<file path="src/hw/rtl/smm_pkg.sv">
`default_nettype none

package smm_pkg;

   localparam int IDX_W  = 3;
   localparam int SIZE_W = 4;
   localparam int DATA_W = 16;
   localparam int PROD_W = 32;
   localparam int ACC_W  = 35;

   localparam logic [SIZE_W-1:0] SIZE_RESET = 4'd8;

   localparam logic REG_MATRIX_SIZE = 1'b0;

   typedef enum logic [1:0] {
      OP_WRITE_A = 2'd0,
      OP_WRITE_B = 2'd1,
      OP_COMPUTE = 2'd2
   } smm_op_type;

   typedef enum logic {
      ST_IDLE = 1'b0,
      ST_RUN  = 1'b1
   } smm_state_type;

   typedef struct packed {
      logic             valid;
      logic             first;
      logic             last_k;
      logic             last_elem;
      logic [IDX_W-1:0] row;
      logic [IDX_W-1:0] col;
   } smm_tag_type;

endpackage

`default_nettype wire

</file>
<file path="src/hw/rtl/smm_ram.sv">
`default_nettype none

module smm_ram #(
   parameter int WIDTH = 16,
   parameter int DEPTH = 64
) (
   input  wire logic                     clock,
   input  wire logic                     wr_en,
   input  wire logic [$clog2(DEPTH)-1:0] wr_addr,
   input  wire logic [WIDTH-1:0]         wr_data,
   input  wire logic [$clog2(DEPTH)-1:0] rd_addr,
   output logic      [WIDTH-1:0]         rd_data
);

   logic [WIDTH-1:0] mem_ff [DEPTH];
   logic [WIDTH-1:0] rd_data_ff;

   always_ff @(posedge clock) begin
      if (wr_en) begin
         mem_ff[wr_addr] <= wr_data;
      end
      rd_data_ff <= mem_ff[rd_addr];
   end

   assign rd_data = rd_data_ff;

endmodule

`default_nettype wire

</file>
<file path="src/hw/rtl/smm_seq.sv">
`default_nettype none

module smm_seq #(
   parameter int MAX_DIM = 8
) (
   input  wire logic                                clock,
   input  wire logic                                reset,
   input  wire logic                                start_compute,
   input  wire logic [smm_pkg::SIZE_W-1:0]          size,
   output logic                                     busy,
   output logic [$clog2(MAX_DIM*MAX_DIM)-1:0]       rd_addr_a,
   output logic [$clog2(MAX_DIM*MAX_DIM)-1:0]       rd_addr_b,
   output smm_pkg::smm_tag_type                     tag
);

   import smm_pkg::*;

   localparam int ADDR_W = $clog2(MAX_DIM * MAX_DIM);

   smm_state_type     state_ff, state_in;
   logic [SIZE_W-1:0] n_ff, n_in;
   logic [IDX_W-1:0]  i_ff, i_in;
   logic [IDX_W-1:0]  j_ff, j_in;
   logic [IDX_W-1:0]  k_ff, k_in;
   logic              i_last, j_last, k_last;

   assign i_last = ({1'b0, i_ff} == n_ff - SIZE_W'(1));
   assign j_last = ({1'b0, j_ff} == n_ff - SIZE_W'(1));
   assign k_last = ({1'b0, k_ff} == n_ff - SIZE_W'(1));

   always_comb begin
      state_in = state_ff;
      case (state_ff)
         ST_IDLE: begin
            if (start_compute && size != '0) begin
               state_in = ST_RUN;
            end
         end
         ST_RUN: begin
            if (i_last && j_last && k_last) begin
               state_in = ST_IDLE;
            end
         end
         default: state_in = ST_IDLE;
      endcase
   end

   always_comb begin
      n_in = n_ff;
      i_in = i_ff;
      j_in = j_ff;
      k_in = k_ff;
      if (state_ff == ST_IDLE) begin
         n_in = size;
         i_in = '0;
         j_in = '0;
         k_in = '0;
      end else if (k_last) begin
         k_in = '0;
         if (j_last) begin
            j_in = '0;
            i_in = i_ff + IDX_W'(1);
         end else begin
            j_in = j_ff + IDX_W'(1);
         end
      end else begin
         k_in = k_ff + IDX_W'(1);
      end
   end

   always_ff @(posedge clock) begin
      if (reset) begin
         state_ff <= ST_IDLE;
      end else begin
         state_ff <= state_in;
      end
      n_ff <= n_in;
      i_ff <= i_in;
      j_ff <= j_in;
      k_ff <= k_in;
   end

   always_comb begin
      busy          = (state_ff == ST_RUN);
      rd_addr_a     = ADDR_W'(int'(i_ff) * MAX_DIM + int'(k_ff));
      rd_addr_b     = ADDR_W'(int'(k_ff) * MAX_DIM + int'(j_ff));
      tag.valid     = (state_ff == ST_RUN);
      tag.first     = (k_ff == '0);
      tag.last_k    = k_last;
      tag.last_elem = i_last && j_last;
      tag.row       = i_ff;
      tag.col       = j_ff;
   end

   assert property (@(posedge clock) disable iff (reset)
      (state_ff == ST_RUN) |-> ({1'b0, k_ff} < n_ff) && ({1'b0, j_ff} < n_ff)
                               && ({1'b0, i_ff} < n_ff))
      else $error("Loop counter reached the matrix size.");

   assert property (@(posedge clock) disable iff (reset)
      (state_ff == ST_RUN) |-> (n_ff != '0) && (n_ff <= SIZE_W'(MAX_DIM)))
      else $error("Running with an invalid matrix size.");

   assert property (@(posedge clock) disable iff (reset)
      (state_ff == ST_IDLE && start_compute && size != '0) |=>
         (state_ff == ST_RUN && i_ff == '0 && j_ff == '0 && k_ff == '0))
      else $error("Compute item did not start at the first element.");

   assert property (@(posedge clock) disable iff (reset)
      (state_ff == ST_RUN && !(i_last && j_last && k_last)) |=> (state_ff == ST_RUN))
      else $error("Sequencer left the run state early.");

endmodule

`default_nettype wire

</file>
<file path="src/hw/rtl/smm_mac.sv">
`default_nettype none

module smm_mac (
   input  wire logic                               clock,
   input  wire logic                               reset,
   input  wire smm_pkg::smm_tag_type               tag,
   input  wire logic [smm_pkg::DATA_W-1:0]         rd_data_a,
   input  wire logic [smm_pkg::DATA_W-1:0]         rd_data_b,
   output logic                                    rsp_valid,
   output logic [smm_pkg::IDX_W-1:0]               rsp_out_row,
   output logic [smm_pkg::IDX_W-1:0]               rsp_out_col,
   output logic signed [smm_pkg::ACC_W-1:0]        rsp_product_value,
   output logic                                    rsp_last_element
);

   import smm_pkg::*;

   smm_tag_type              tag1_ff, tag2_ff;
   logic signed [PROD_W-1:0] prod_ff, prod_in;
   logic signed [ACC_W-1:0]  acc_ff, acc_in;
   logic                     rsp_valid_ff;
   logic [IDX_W-1:0]         rsp_row_ff, rsp_col_ff;
   logic signed [ACC_W-1:0]  rsp_value_ff;
   logic                     rsp_last_ff;

   assign prod_in = $signed(rd_data_a) * $signed(rd_data_b);

   always_comb begin
      if (tag2_ff.first) begin
         acc_in = ACC_W'(prod_ff);
      end else begin
         acc_in = acc_ff + ACC_W'(prod_ff);
      end
   end

   always_ff @(posedge clock) begin
      if (reset) begin
         tag1_ff.valid <= 1'b0;
         tag2_ff.valid <= 1'b0;
         rsp_valid_ff  <= 1'b0;
         rsp_last_ff   <= 1'b0;
      end else begin
         tag1_ff.valid <= tag.valid;
         tag2_ff.valid <= tag1_ff.valid;
         rsp_valid_ff  <= tag2_ff.valid && tag2_ff.last_k;
         rsp_last_ff   <= tag2_ff.valid && tag2_ff.last_k && tag2_ff.last_elem;
      end
      tag1_ff.first     <= tag.first;
      tag1_ff.last_k    <= tag.last_k;
      tag1_ff.last_elem <= tag.last_elem;
      tag1_ff.row       <= tag.row;
      tag1_ff.col       <= tag.col;
      tag2_ff.first     <= tag1_ff.first;
      tag2_ff.last_k    <= tag1_ff.last_k;
      tag2_ff.last_elem <= tag1_ff.last_elem;
      tag2_ff.row       <= tag1_ff.row;
      tag2_ff.col       <= tag1_ff.col;
      prod_ff           <= prod_in;
      if (tag2_ff.valid) begin
         acc_ff <= acc_in;
      end
      rsp_row_ff   <= tag2_ff.row;
      rsp_col_ff   <= tag2_ff.col;
      rsp_value_ff <= acc_in;
   end

   assign rsp_valid         = rsp_valid_ff;
   assign rsp_out_row       = rsp_row_ff;
   assign rsp_out_col       = rsp_col_ff;
   assign rsp_product_value = rsp_value_ff;
   assign rsp_last_element  = rsp_last_ff;

endmodule

`default_nettype wire

</file>
<file path="src/hw/rtl/square_matrix_multiply_top.sv">
`default_nettype none

// Square matrix multiplier for signed Q8.8 matrices of up to MAX_DIM by MAX_DIM.
// An item is accepted at a clock edge with start high and busy low. Opcode
// OP_WRITE_A or OP_WRITE_B stores one element at the accepting edge, so loads
// run at one item per cycle while busy is low and produce no result. A compute
// item multiplies the top-left n by n corners, n being matrix_size limited to
// MAX_DIM, and keeps busy high while it runs one multiply-accumulate per cycle,
// because each cycle reads one word from each of the two element memories.
// Every result passes the memory read register, the product register and the
// response register, and results leave in row-major order, the last one
// flagged by rsp_last_element. Each result is shown for exactly one cycle with
// rsp_valid high; the receiver cannot stall the block. A new item may be
// accepted as soon as busy is low. matrix_size is written over the APB port
// at byte address 0 and resets to 8. Reset clears the control state only; the
// element memories hold unknown data until written.
module square_matrix_multiply_top #(
   parameter int MAX_DIM = 8
) (
   input  wire logic                               clock,
   input  wire logic                               reset,
   input  wire logic                               start,
   output logic                                    busy,
   input  wire logic [1:0]                         req_opcode,
   input  wire logic [smm_pkg::IDX_W-1:0]          req_row_index,
   input  wire logic [smm_pkg::IDX_W-1:0]          req_col_index,
   input  wire logic signed [smm_pkg::DATA_W-1:0]  req_element_value,
   output logic                                    rsp_valid,
   output logic [smm_pkg::IDX_W-1:0]               rsp_out_row,
   output logic [smm_pkg::IDX_W-1:0]               rsp_out_col,
   output logic signed [smm_pkg::ACC_W-1:0]        rsp_product_value,
   output logic                                    rsp_last_element,
   input  wire logic                               psel,
   input  wire logic                               penable,
   input  wire logic                               pwrite,
   input  wire logic [2:0]                         paddr,
   input  wire logic [31:0]                        pwdata,
   output logic [31:0]                             prdata,
   output logic                                    pready
);

   import smm_pkg::*;

   localparam int DEPTH  = MAX_DIM * MAX_DIM;
   localparam int ADDR_W = $clog2(DEPTH);

   logic [SIZE_W-1:0] size_ff, size_in;
   logic [SIZE_W-1:0] active_size;
   logic              accept;
   logic              in_range;
   logic              wr_en_a, wr_en_b;
   logic              start_compute;
   logic [ADDR_W-1:0] wr_addr;
   logic [ADDR_W-1:0] rd_addr_a, rd_addr_b;
   logic [DATA_W-1:0] rd_data_a, rd_data_b;
   smm_tag_type       tag;

   assign pready = 1'b1;

   always_comb begin
      size_in = size_ff;
      if (psel && penable && pwrite && paddr[2] == REG_MATRIX_SIZE) begin
         size_in = pwdata[SIZE_W-1:0];
      end
   end

   always_ff @(posedge clock) begin
      if (reset) begin
         size_ff <= SIZE_RESET;
      end else begin
         size_ff <= size_in;
      end
   end

   assign prdata = (paddr[2] == REG_MATRIX_SIZE) ? {{(32 - SIZE_W){1'b0}}, size_ff} : '0;

   assign active_size = (size_ff > SIZE_W'(MAX_DIM)) ? SIZE_W'(MAX_DIM) : size_ff;

   assign accept        = start && !busy;
   assign in_range      = ({1'b0, req_row_index} < SIZE_W'(MAX_DIM))
                          && ({1'b0, req_col_index} < SIZE_W'(MAX_DIM));
   assign wr_en_a       = accept && in_range && (req_opcode == OP_WRITE_A);
   assign wr_en_b       = accept && in_range && (req_opcode == OP_WRITE_B);
   assign start_compute = accept && (req_opcode == OP_COMPUTE);
   assign wr_addr       = ADDR_W'(int'(req_row_index) * MAX_DIM + int'(req_col_index));

   smm_ram #(
      .WIDTH (DATA_W),
      .DEPTH (DEPTH)
   ) u_ram_a (
      .clock   (clock),
      .wr_en   (wr_en_a),
      .wr_addr (wr_addr),
      .wr_data (req_element_value),
      .rd_addr (rd_addr_a),
      .rd_data (rd_data_a)
   );

   smm_ram #(
      .WIDTH (DATA_W),
      .DEPTH (DEPTH)
   ) u_ram_b (
      .clock   (clock),
      .wr_en   (wr_en_b),
      .wr_addr (wr_addr),
      .wr_data (req_element_value),
      .rd_addr (rd_addr_b),
      .rd_data (rd_data_b)
   );

   smm_seq #(
      .MAX_DIM (MAX_DIM)
   ) u_seq (
      .clock         (clock),
      .reset         (reset),
      .start_compute (start_compute),
      .size          (active_size),
      .busy          (busy),
      .rd_addr_a     (rd_addr_a),
      .rd_addr_b     (rd_addr_b),
      .tag           (tag)
   );

   smm_mac u_mac (
      .clock             (clock),
      .reset             (reset),
      .tag               (tag),
      .rd_data_a         (rd_data_a),
      .rd_data_b         (rd_data_b),
      .rsp_valid         (rsp_valid),
      .rsp_out_row       (rsp_out_row),
      .rsp_out_col       (rsp_out_col),
      .rsp_product_value (rsp_product_value),
      .rsp_last_element  (rsp_last_element)
   );

endmodule

`default_nettype wire
</file>
<file path="config.mk">
export PLATFORM = sky130hd
export DESIGN_NAME = square_matrix_multiply_top
export DESIGN_NICKNAME = d
export VERILOG_FILES = /design/src/hw/rtl/smm_pkg.sv /design/src/hw/rtl/smm_ram.sv /design/src/hw/rtl/smm_seq.sv /design/src/hw/rtl/smm_mac.sv /design/src/hw/rtl/square_matrix_multiply_top.sv
export SDC_FILE = /design/constraint.sdc
export NUM_CORES = 2
export LEC_CHECK = 0
export BUFFER_PORTS_ARGS = -buffer_cell sky130_fd_sc_hd__buf_2
export CAP_MARGIN = 10
export CORE_MARGIN = 2
export CORE_UTILIZATION = 55
export CTS_BUF_LIST = sky130_fd_sc_hd__clkbuf_8
export CTS_CLUSTER_SIZE = 40
export DETAILED_ROUTE_END_ITERATION = 8
export PLACE_DENSITY = 0.82
export SKIP_LAST_GASP = 1
export SYNTH_ARGS = -nofsm -noshare
export SYNTH_HDL_FRONTEND = slang
export SYNTH_SLANG_ARGS = --single-unit
</file>
<file path="constraint.sdc">
create_clock -name clock -period 7.5 [get_ports clock]
set_clock_uncertainty 0.2 [all_clocks]
set_input_delay 0 -clock clock [delete_from_list [all_inputs] [get_ports clock]]
set_output_delay 0 -clock clock [all_outputs]
set_load 0.01 [all_outputs]
</file>
Word level (Yosys, flattened, before mapping)
Memories as Yosys holds them, arrays and structs flattened. A register that Yosys moved wholly into a read port is not among the register bits.
Cells that the tools add are included.
- register bits after elaboration: 148
- bits in writable memories: 2048
- output and inout port bits: 77
- memories: 2
- memories (memory ; depth ; bits a word ; rd ports ; clocked after memory_dff ; wr ports ; line ; RTL):
    u_ram_a.mem_ff ; 64 ; 16 ; 1 ; 1 ; 1 ; smm_ram.sv:15 ; logic [WIDTH-1:0] mem_ff [DEPTH];
    u_ram_b.mem_ff ; 64 ; 16 ; 1 ; 1 ; 1 ; smm_ram.sv:15 ;
- add/subtract/negate cells: 8
- multiply operators: 1
- magnitude comparators: 1
- equality and inequality tests: 5
- muxes and demuxes: 11
- bitwise gates (word level): 2
- reductions and logical operators: 18
- operators by type and width (kind ; count):
    adder 35 x 32 -> 35 bit ; 1
    two-way mux 35 bit ; 1
    multiplier 16 x 16 -> 32 bit ; 1
    adder 6 x 3 -> 6 bit ; 3
    equality test 3 x 4 -> 1 bit ; 3
    logical AND 1 bit ; 12
    adder 3 x 1 -> 3 bit, second input constant ; 3
    two-way mux 4 bit ; 2
    two-way mux 1 bit ; 6
    > comparator 4 bit, second input constant ; 1
    nonzero test 4 bit ; 1
    subtractor 4 x 1 -> 4 bit, second input constant ; 1
    zero test 3 bit ; 1
    two-way mux 3 bit ; 1
    equality test 2 x 1 -> 1 bit, second input constant ; 1
    equality test 2 bit, second input constant ; 1
    zero test 2 bit ; 1
    NOT 1 bit ; 2
    one-hot mux 1 bit (2 select lines) ; 1
    AND reduction 2 bit ; 1
    OR reduction 2 bit ; 1
    zero test 1 bit ; 1

Logic depth before layout (Yosys ltp)
- word-level depth: 6
- mapped depth: 25

Modules after synthesis
A second synthesis with hierarchy kept.
- cells, all modules: 5364
- area total of the unflattened synthesis: 96598.9 µm²
- modules (own cells, without submodules) (module ; times used ; cells an instance ; area an instance (µm²) ; sequential area each (µm²)):
    smm_ram ; 2 ; 1829 ; 40042.2 ; 31069.8
    smm_mac ; 1 ; 1556 ; 15069.5 ; 2952.8
    smm_seq ; 1 ; 90 ; 947.2 ; 320.3
    square_matrix_multiply_top ; 1 ; 60 ; 498.0 ; 80.1

Least setup slack after synthesis
OpenSTA, ideal clock, no wires.
- path type: reg2reg
- start point: register u_ram_a.rd_data_ff[15] (netlist: u_ram_a.rd_data[15]) (read register of u_ram_a.mem_ff)
- end point: register u_mac.prod_ff[31]
- arrival: 6013 ps
- required time: 7228 ps
- setup slack: 1215 ps
- cell stages (with the launch flop): 24
- path buffers: 1
- clock period less this slack: 6285 ps
- cell sequence: dfxtp_1 -> clkbuf_1 -> nand2_1 -> fa_1 -> inv_1 -> fa_1 -> inv_1 -> fa_1 -> inv_1 -> fa_1 -> fa_1 -> inv_1 -> fa_1 -> inv_1 -> ha_1 -> a21o_1 -> a21o_1 -> a2111oi_0 -> o31a_1 -> nand2_1 -> a31oi_1 -> o21bai_1 -> a21oi_1 -> xnor2_1
- word-level cells in the longest chain between the ends: 1
- ends and longest elaborated chain (element ; line ; RTL):
    from (decl) ; smm_ram.sv:16 ; logic [WIDTH-1:0] rd_data_ff;
    multiplier 16 x 16 -> 32 bit ; smm_mac.sv:26 ; assign prod_in = $signed(rd_data_a) * $signed(rd_data_b);
    via u_mac.prod_in[31] ; smm_mac.sv:19 ; logic signed [PROD_W-1:0] prod_ff, prod_in;
    to (signal assigned) ; smm_mac.sv:58 ; prod_ff <= prod_in;
    to (decl) ; smm_mac.sv:19 ;
The timed path passes the listed nets, and every way through them passes these cells.
A chain may end at the register's enable or synchronous reset.

Final worst setup path
- start point: register u_ram_b.rd_data_ff[7] (netlist: u_ram_b.rd_data[7]) (read register of u_ram_b.mem_ff)
- end point: register u_mac.prod_ff[31]
- word-level cells in the longest chain between the ends: 1
- ends and longest elaborated chain (element ; line):
    from (decl) ; smm_ram.sv:16
    multiplier 16 x 16 -> 32 bit ; smm_mac.sv:26
    via u_mac.prod_in[31] ; smm_mac.sv:19
The timed path passes the listed nets, and every way through them passes these cells.

==> flow_summary_export.csv <==
group,metric,value,unit
setup_path,crit_type,"reg -> reg",
synth,syn_area,94700,µm²
setup_path,r2r_end,"u_mac.prod_ff[31]$_DFF_P_",
cells_and_area,area_growth_syn_to_layout,11.5,%
timing,hold_violations,0,
synth,yosysTopAreaCellShare,66.2,%
placed_design,dpl.hpwl,131000,µm
clock_tree,cts_resized,0,
detailed_routing,drt_iter0_drc,6458,
synth,yosys_most_used_dff,"edfxtp_1",
cells_and_area,drive_above_1_share,25.4,%
timing,relSlewSlack,22.2,%
setup_path,slowest_stage,"dfxtp_1",
setup_path,reg2reg_slack,0.48,ns
synth,yosysWarnings,0,
detailed_routing,wl_met2,106000,µm
global_route,grt_antenna_before_repair,19,
setup_path,ff2ff_path_depth,20,
min_path,hp-class,"in -> out",
die,die_h,419,µm
synth,ys_ff_latch,2228,
detailed_routing,drt-pass1-iter-count,6,
detailed_routing,wl_per_cell,28.1,µm
power_and_ir_drop,power_density,405,nW/µm²
detailed_routing,routedLengthMet1,79900,µm
synth,async_flop_share,0,%
placed_design,place_area,98300,µm²
timing,rsz0062_at_grt,"false",
cells_and_area,nets,5665,
detailed_routing,vias,48000,
setup_path,path_cells,"nand2_1 -> fa_1 -> inv_1 -> fa_1 -> fa_1 -> fa_1 -> fa_1 -> inv_1 -> fa_1 -> inv_1 -> ha_1 -> a21o_1 -> a21o_1 -> a2111oi_0 -> o31a_1 -> nand2_1 -> a31oi_1 -> o21bai_1 -> a21oi_1 -> xnor2_1",
synth,ys_types,64,
synth,netlist_instances,4747,
die,core-area,171000,µm²
synth,synth_edf_count,2087,
synth,post-synth-top-area-cell,"edfxtp_1",
global_route,overflow,0,
clock_tree,cts_root_buf,"clkbuf_8",
global_route,grt_usage,25.3,%
clock_tree,cts_setup_buffers,0,
min_path,whs_path_depth,3,
clock_tree,cts_tree,"done",
setup_path,cp_num_cells,20,
synth,syn_area_per_cell,19.9,µm²
die,fp.dieW,419,µm
timing,maxSlewViolCount,0,
setup_path,endpoint_kind,"flop",
timing,postLayoutSetupSlackWorst,0.478,ns
setup_path,r2r-start,"u_ram_b.rd_data[7]$_DFF_P_",
setup_path,required,8.21,ns
timing,tightestPinTransition,1.17,ns
timing,final.period_utilization,93.6,%
detailed_routing,drt_wl_total,219000,µm
cells_and_area,stdcell_area,106000,µm²
power_and_ir_drop,p_leak,35.5,nW
clock_tree,cts-htree-levels,5,
die,rows,152,
cells_and_area,fin_cells,7784,
clock_tree,cts_made_buffers,350,
detailed_routing,wl_met3,24400,µm
setup_path,cp_slowest_stage_delay,0.82,ns
setup_path,crit_buf_inv,3,
detailed_routing,top_layer,"met5",
die,initial_core_util,55.2,%
setup_path,crit_family,"adder cells",
timing,tns,0,ns
placed_design,dp.cells,7089,
clock_tree,cts_buffer_depth,4,
placed_design,numPortBuffers,82,
setup_path,cpMostUsedCell,"fa_1",
setup_path,start_kind,"flop",
die,die_area,175000,µm²
setup_path,arrival,7.73,ns
timing,period_needed,7.02,ns
clock_tree,path_clk_slew,0.06,ns
die,num_io_pins,142,
clock_tree,clock_latency,1.05,ns
min_path,min_to,"prdata[2]",
timing,max_freq,142,MHz
status,status,"completed",
global_route,grt_start_max_net_pins,113,
global_route,grt_pass1_vias,49400,
power_and_ir_drop,ir_drop,0.00122,V
timing,setup_viol,0,
detailed_routing,ant_nets,0,
placed_design,post-place-ws,0.700,ns
synth,ys_top_cells_by_area,"edfxtp_1 66%, mux4_2 16%, fa_1 5.6%, dfxtp_1 3.0%, ha_1 1.6%",
clock_tree,clkSinkCount,2228,
run,max_cap_violations,0,
global_route,grt_pass1_wl,322000,µm
detailed_routing,drcViolationCount,0,
setup_path,crit_fanout,16,
placed_design,globalplace.congestion,0.849,
synth,ys_seq_area_share,69.2,%
detailed_routing,viasPerCell,6.16,
min_path,min_from,"paddr[2]",
==> worst register-to-register path, delay by kind of cell (launching register included) <==
| kind | cells | cell delay (ns) |
|---|---|---|
| buffers and inverters | 3 | 0.15 |
| AO/OA/AOI/OAI | 7 | 1.92 |
| flip-flops | 1 | 0.82 |
| adder cells (fa/ha/maj) | 7 | 3.45 |
| XOR/XNOR | 1 | 0.13 |
| AND/OR/NAND/NOR | 2 | 0.26 |
==> cell usage in the layout, fill, tap and decap left out, types with 49 or more instances in the layout <==
cell type	instances
nand2_1	200
and2_1	118
clkinv_1	75
a21oi_1	58
dfxtp_1	132
ha_1	121
fa_1	263
nor2_1	185
dlygate4sd3_1	70
mux4_2	672
buf_2	66
buf_4	178
edfxtp_1	2087
clkbuf_8	368
o21ai_0	49
inv_1	417
==> state kept, by name (all words and copies together) (netlist names) <==
| signal | count |
|---|---|
| u_ram_b.rd_data | 16 |
| u_seq.j_ff | 3 |
| u_seq.k_ff | 3 |
| u_seq.busy | 1 |
| u_mac.rsp_product_value | 35 |
| u_mac.rsp_valid | 1 |
| u_ram_a.mem_ff | 1024 |
| u_mac.rsp_out_row | 3 |
| size_ff | 4 |
| u_ram_b.mem_ff | 1024 |
| u_mac.rsp_last_element | 1 |
| u_mac.acc_ff | 35 |
| u_seq.i_ff | 3 |
| u_mac.rsp_out_col | 3 |
| u_ram_a.rd_data | 16 |
| u_mac.tag1_ff | 10 |
| u_mac.prod_ff | 32 |
| u_seq.n_ff | 4 |
| u_mac.tag2_ff | 10 |
==> synthesized netlist by cell type (6+ instances only) <==
cell type and number:
nand2b_1 17, ha_1 121, o31ai_1 8, buf_2 42
nor2_1 190, o21ai_0 49, fa_1 263, buf_6 8
edfxtp_1 2087, o21bai_1 7, buf_4 39, and3_1 6
o21a_1 8, mux4_2 672, nand4_1 11, buf_1 17
nand2_1 200, nor3_1 6, and2_1 118, nand3_1 19
a211oi_1 13, dfxtp_1 141, a21oi_1 58, clkbuf_1 140
a21o_1 23, xnor2_1 43, nor2b_1 15, inv_1 312
nand3b_1 7, o21ai_1 9, xor2_1 33
==> where the power goes <==
group	internal, W	switching (W)	leakage [nW]
logic	0.00849	0.0105	11.9
registers	0.0142	0.000215	19.9
clock network	0.00479	0.00454	3.60
total	0.0275	0.0153	35.5
==> stage by stage <==
step / util, % / hold slack, ns / total power (W)
2_1_floorplan: - / -0.154 / 0.0296
6_report: 61.6 / 0.102 / 0.0428
3_5_place_dp: 57.4 / 0.0431 / 0.0335
5_1_grt: 61.6 / 0.123 / 0.0461
3_3_place_gp: 57.4 / 0.0342 / 0.0331
4_1_cts: 61.6 / 0.0960 / 0.0429
==> cell type report <==
class / count / area [µm²]
clock buffer: 368 / 5060
inverter: 313 / 1180
timing repair buffer: 336 / 2810
tap: 2310 / 2890
antenna: 6 / 15.0
clock inverter: 236 / 1180
multi-input combinational: 1987 / 26900
fill: 11100 / 65800
sequential: 2228 / 65500
==> per-layer routing <==
metal	track usage (%)	vias up
met5	0	-
met4	10.3	8
met3	5.62	503
met2	40.0	3162
met1	34.5	24800
li1	-	19500
==> repair_timing <==
item	CTS	global route
hold buffers	84	0
setup endpoints to repair	0	0
endpoints found under the hold margin	3928	0
==> how the worst max path moves through the flow <==
stage | to | start
floorplan | u_mac.prod_ff[31]$_DFF_P_ | u_ram_a.rd_data[15]$_DFF_P_
global placement | u_mac.prod_ff[31]$_DFF_P_ | u_ram_b.rd_data[3]$_DFF_P_
detailed placement | u_mac.prod_ff[31]$_DFF_P_ | u_ram_b.rd_data[3]$_DFF_P_
CTS | u_mac.prod_ff[31]$_DFF_P_ | u_ram_b.rd_data[7]$_DFF_P_
global route | u_mac.prod_ff[31]$_DFF_P_ | u_ram_b.rd_data[3]$_DFF_P_
finish | u_mac.prod_ff[31]$_DFF_P_ | u_ram_b.rd_data[7]$_DFF_P_
==> cells by family (layout without fill, tap and decap cells) <==
group | Yosys count | after routing | share of synthesized area [%]
buffers and inverters | 559 | 1253 | 2.49
and+or+nand+nor | 611 | 611 | 3.02
other | 2 | 35 | 0.00793
xor gates and xnor gates | 76 | 76 | 0.703
DFF | 2228 | 2228 | 69.2
AOI/OAI and AO/OA | 207 | 207 | 1.37
muxes | 680 | 680 | 16.1
adders and majority gates | 384 | 384 | 7.16
No activity file was read; power rests on OpenSTA's default activity.
